--- config.mk ---
export PLATFORM = sky130hd
export DESIGN_NAME = stfd_chan
export DESIGN_NICKNAME = d
export VERILOG_FILES = /design/src/design/stfd_pkg.sv /design/src/design/stfd_chan.sv
export SDC_FILE = /design/constraint.sdc
export NUM_CORES = 2
export LEC_CHECK = 0
export ABC_AREA = 0
export BUFFER_PORTS_ARGS = -buffer_cell sky130_fd_sc_hd__buf_2
export CORE_MARGIN = 2
export CORE_UTILIZATION = 55
export CTS_CLUSTER_SIZE = 14
export DETAILED_ROUTE_END_ITERATION = 8
export GPL_ROUTABILITY_DRIVEN = 0
export PLACE_DENSITY = 0.73
export SYNTH_ARGS = -nofsm -noshare
export SYNTH_HDL_FRONTEND = slang
export SYNTH_SLANG_ARGS = --single-unit
--- constraint.sdc ---
create_clock -name clk_i -period 48.2 [get_ports clk_i]
set_input_delay 14.46 -clock clk_i [delete_from_list [all_inputs] [get_ports clk_i]]
set_output_delay 14.46 -clock clk_i [all_outputs]
set_load 0.05 [all_outputs]
--- src/design/stfd_pkg.sv ---
// Shared types and constants for the stereo feedback delay.
// Used by stfd_chan and stereo_feedback_delay_top; depends on nothing.
package stfd_pkg;

  localparam int unsigned SAMPLE_W = 16;
  localparam int unsigned CFG_W    = 17;
  localparam int unsigned IDX_W    = 2;
  localparam int unsigned FB_W     = 15;
  localparam int unsigned GAIN_W   = 16;
  localparam int unsigned PROD_W   = 33;

  localparam logic [GAIN_W-1:0] UNITY_Q15 = 16'd32768;

  // Register indexes of the configuration port
  localparam logic [IDX_W-1:0] CFG_DELAY    = 2'd0;
  localparam logic [IDX_W-1:0] CFG_FEEDBACK = 2'd1;
  localparam logic [IDX_W-1:0] CFG_WET      = 2'd2;

  typedef struct packed {
    logic signed [SAMPLE_W-1:0] sample_left;
    logic signed [SAMPLE_W-1:0] sample_right;
  } in_t;

  typedef struct packed {
    logic signed [SAMPLE_W-1:0] out_left;
    logic signed [SAMPLE_W-1:0] out_right;
  } out_t;

  // Pipeline control from the top level to each channel datapath
  typedef struct packed {
    logic issue;      // item enters the read stage
    logic load;       // read stage item moves to the output register
    logic fwd_hit;    // read stage takes the bypassed sample
    logic unwritten;  // read stage entry never written since reset
  } chan_ctrl_t;

endpackage

--- src/design/stfd_chan.sv ---
// One channel of the echo datapath: feedback value, mix products, output rounding.
// Depends on stfd_pkg for widths and the control struct.
module stfd_chan (
  input  logic                                clk_i,
  input  stfd_pkg::chan_ctrl_t                ctrl_i,
  input  logic signed [stfd_pkg::SAMPLE_W-1:0] sample_i,
  input  logic signed [stfd_pkg::SAMPLE_W-1:0] rdata_i,
  input  logic [stfd_pkg::FB_W-1:0]           fb_gain_i,
  input  logic [stfd_pkg::GAIN_W-1:0]         wet_i,
  input  logic [stfd_pkg::GAIN_W-1:0]         dry_i,
  output logic signed [stfd_pkg::SAMPLE_W-1:0] wdata_o,
  output logic signed [stfd_pkg::SAMPLE_W-1:0] out_o
);
  import stfd_pkg::*;

  // Add half an LSB, floor shift by 15, clamp to 16 bits
  function automatic logic signed [SAMPLE_W-1:0] round_sat(input logic signed [PROD_W:0] v);
    logic signed [PROD_W:0]        t;
    logic signed [PROD_W-15:0]     r;
    t = v + (PROD_W+1)'(16384);
    r = t[PROD_W:15];
    if (r > (PROD_W-14)'(32767)) begin
      round_sat = 16'sh7fff;
    end else if (r < -(PROD_W-14)'(32768)) begin
      round_sat = 16'sh8000;
    end else begin
      round_sat = r[SAMPLE_W-1:0];
    end
  endfunction

  logic signed [SAMPLE_W-1:0] sample_q;
  logic signed [SAMPLE_W-1:0] byp_q;
  logic signed [SAMPLE_W-1:0] delayed;
  logic signed [SAMPLE_W:0]   fb_s;
  logic signed [SAMPLE_W:0]   wet_s;
  logic signed [SAMPLE_W:0]   dry_s;
  logic signed [PROD_W-1:0]   fb_prod;
  logic signed [SAMPLE_W-1:0] echo;
  logic signed [SAMPLE_W:0]   sum_st;
  logic signed [PROD_W-1:0]   dry_prod_d, dry_prod_q;
  logic signed [PROD_W-1:0]   wet_prod_d, wet_prod_q;
  logic signed [PROD_W:0]     mix_sum;

  assign fb_s  = {2'b00, fb_gain_i};
  assign wet_s = {1'b0, wet_i};
  assign dry_s = {1'b0, dry_i};

  // Bypass beats the memory, an entry never written reads as silence
  always_comb begin
    if (ctrl_i.fwd_hit) begin
      delayed = byp_q;
    end else if (ctrl_i.unwritten) begin
      delayed = '0;
    end else begin
      delayed = rdata_i;
    end
  end

  assign fb_prod = delayed * fb_s;
  assign echo    = round_sat((PROD_W+1)'(fb_prod));
  assign sum_st  = (SAMPLE_W+1)'(sample_q) + (SAMPLE_W+1)'(echo);

  always_comb begin
    if (sum_st > 17'sd32767) begin
      wdata_o = 16'sh7fff;
    end else if (sum_st < -17'sd32768) begin
      wdata_o = 16'sh8000;
    end else begin
      wdata_o = sum_st[SAMPLE_W-1:0];
    end
  end

  assign dry_prod_d = sample_q * dry_s;
  assign wet_prod_d = delayed * wet_s;

  always_ff @(posedge clk_i) begin
    if (ctrl_i.issue) begin
      sample_q <= sample_i;
      byp_q    <= wdata_o;
    end
    if (ctrl_i.load) begin
      dry_prod_q <= dry_prod_d;
      wet_prod_q <= wet_prod_d;
    end
  end

  assign mix_sum = (PROD_W+1)'(dry_prod_q) + (PROD_W+1)'(wet_prod_q);
  assign out_o   = round_sat(mix_sum);

endmodule

==> implementation parameters <==
Parameter                              Value

Floorplan
  Initial Utilization ... 0.558
  Die Wd ... 246 um
  Die H ... 246 um
  Placement Rows ... 88
  Core box area ... 57900 um2
  I/O Pins ... 116
  Die area ... 60700 um2

Worst setup path
  R2R Path End ... byp_q[4]
  Worst-path cell with the longest stage delay ... fa_1
  Highest cell delay on the worst timing path ... 530 ps
  Critical path capture point type ... output pin
  Launching point of the worst reg2reg path ... byp_q[12]
  Most numerous cell on the critical path ... fa_1
  Peak fanout along the critical path ... 20
  Startpoint-to-endpoint class of the critical path ... in2out
  Crit path arrival time ... 25450 ps
  Worst setup slack for register-to-register paths ... 37530 ps
  Reg2reg path depth ... 38
  Last element of the critical path ... wdata_o[4]
  Data required time of the critical path ... 33740 ps
  CP startpoint ... ctrl_i[1]
  Type of origin of the critical path ... primary input

Yosys
  Synthesized instance count ... 3490
  Number of enable flip-flop cells after synthesis ... 98
  Most area-hungry cell type in the Yosys netlist ... fa_1
  Primary flip-flop cell chosen by synthesis mapping ... edfxtp_1
  Main area contributors after synthesis ... fa_1 (40%), ha_1 (16%), inv_1 (9.6%)
  Fraction of registers with async set/reset ... 0
  Flop and latch count out of synthesis ... 98
  Library cells used by synthesis ... 67
  Post-synth top area share ... 0.395
  Warning count from the yosys run ... 0
  Cell area after technology mapping ... 32300 um2
  Avg Synthesized Cell Area ... 9.26 um2
  Number of nets in the synthesized netlist ... 4630
  Sequential-to-total area share from yosys stat ... 0.0911

Route
  Via density per instance ... 5.36
  Detailed-route DRC error count ... 0
  Final WL ... 73600 um
  Final antenna-violating net count ... 0
  Iter 0 DRT Violations ... 1366
  Number of optimization iterations in the first detailed-route pass ... 5
  Mean routed wirelength per cell ... 17.2 um
  Total number of vias ... 22900

CTS
  Root buf cell ... clkbuf_16
  Clock-pin slew on the worst setup and hold paths ... 80 ps
  Number of instances resized during post-cts repair ... 0
  TritonCTS clock tree ... built
  TritonCTS buffer count ... 9
  Post-CTS Setup Repair Bufs ... 0
  Number of buffers on the longest clock path ... 2
  Clk sinks ... 98
  Insertion delay of the later-clocked pin in the worst-skew pair ... 380 ps
  Number of buffers added to fix hold violations after cts ... 0
  Level count of the clock H-tree ... 3

Final layout
  Syn-to-layout area delta ... 4.60%
  Commonest non-fill, non-tap cells in the layout ... inv_1 (826), fa_1 (638), nand2_1 (466)
  Finished layout cell area ... 33800 um2
  Commonest non-fill, non-tap cell in the layout ... inv_1
  Fraction of final layout cells sized beyond drive strength 1 ... 0.0475
  Total area of sequential cells ... 2940 um2
  Area of the multi-input gates ... 25800 um2
  # nets final ... 4648
  Count of fill cells added during filler insertion ... 5129
  Core Util, Final ... 0.583

Placement
  Port Buf Inserts ... 115
  Post-detailed-placement half-perimeter wirelength ... 58800 um
  Total cell area at the placement stage ... 33500 um2

STA
  F_max ... 25.1 MHz
  Setup repair after global routing missed its margin ... no
  Slew Limit Headroom ... 0.388
  Transition at the pin with the smallest max-transition slack ... 919 ps
  Worst clock skew on the final layout ... 13.3 ps
  Total negative slack ... 0 ps
  Max Transition Viols Final ... 0
  Minimum clock period after layout ... 39910 ps
  Final setup violation count ... 0
  Worst Hold Margin ... 1120 ps
  Endpoints failing hold ... 0
  Final clock period utilization by the worst path ... 0.828

Global routing
  Global-route wire length before repair ... 123000 um
  Overflow after GRT ... 0
  Maximum number of pins on one net before global-route repair ... 67
  Initial antenna violation count ... 13
  Vias in the first global route ... 24000
  Overall fraction of global-route tracks in use ... 0.256

Hold path
  Hold Path Class ... reg2reg

Outcome
  Result of the run ... finished, final reports clean

Run
  Number of maximum-capacitance constraint violations ... 0
## worst min-delay path by stage
stage	slack, ps	startpoint	cells after the start	endpoint
6_report	1120	sample_q[0]	1	dry_prod_q[0]
5_1_grt	1180	sample_q[0]	1	dry_prod_q[0]
4_1_cts	1080	sample_q[0]	1	dry_prod_q[0]
3_5_place_dp	1030	sample_q[0]	1	dry_prod_q[0]
3_3_place_gp	1040	sample_q[0]	1	dry_prod_q[0]
2_1_floorplan	630	sample_q[0]	1	dry_prod_q[0]
## critical path: cells and delay by family
kind	cells	cell delay, ps
AND/OR/NAND/NOR	7	1250
buffers and inverters	8	1340
adder cells (fa/ha/maj)	9	3860
AO/OA/AOI/OAI	18	4520
## per-stage QoR
stage	worst slack [ps]	instances
floorplan	9140	3490
global placement	8690	4262
detailed placement	8510	4262
CTS	8410	4278
global route	7410	4279
finish	8290	4280
## cell type report
class                           instances  area share
Antenna cell                            2    0.000148
Clock buffer                            9     0.00666
Clock inverter                          7     0.00244
Inverter                              827      0.0919
Multi-Input combinational cell       2439       0.762
Sequential cell                        98      0.0871
Tap cell                              765      0.0283
Timing Repair Buffer                  133      0.0210
## cells in the mapped netlist, drive strengths merged, types with 43 or more instances
library cell,instances
o21ai,43
fa,638
a21oi,99
xnor2,68
a21o,57
nand2,466
ha,418
inv,827
nor2,52
xor2,43
clkbuf,121
edfxtp,98
and2,309
## flip-flops by register name (all words and copies together), names as in the netlist
| name | flops |
|---|---|
| dry_prod_q | 33 |
| wet_prod_q | 33 |
| byp_q | 16 |
| sample_q | 16 |
## cell families after synthesis
family / after synthesis / synth area share
AND/OR/NAND/NOR: 975 / 0.148
buffers and inverters: 953 / 0.112
flip-flops: 98 / 0.0911
multiplexers: 1 / 0.000310
adder cells (fa/ha/maj): 1056 / 0.557
AO/OA/AOI/OAI: 296 / 0.0612
XOR/XNOR: 111 / 0.0303
## routing by layer
metal	global-route usage	routed length [um]
met1	0.361	31900
met2	0.415	34700
met3	0.0459	5360
met4	0.0569	1390
met5	0	159
Power is not shown: default switching activity piles up to over one toggle a cycle in this logic, so the estimate is an artifact.
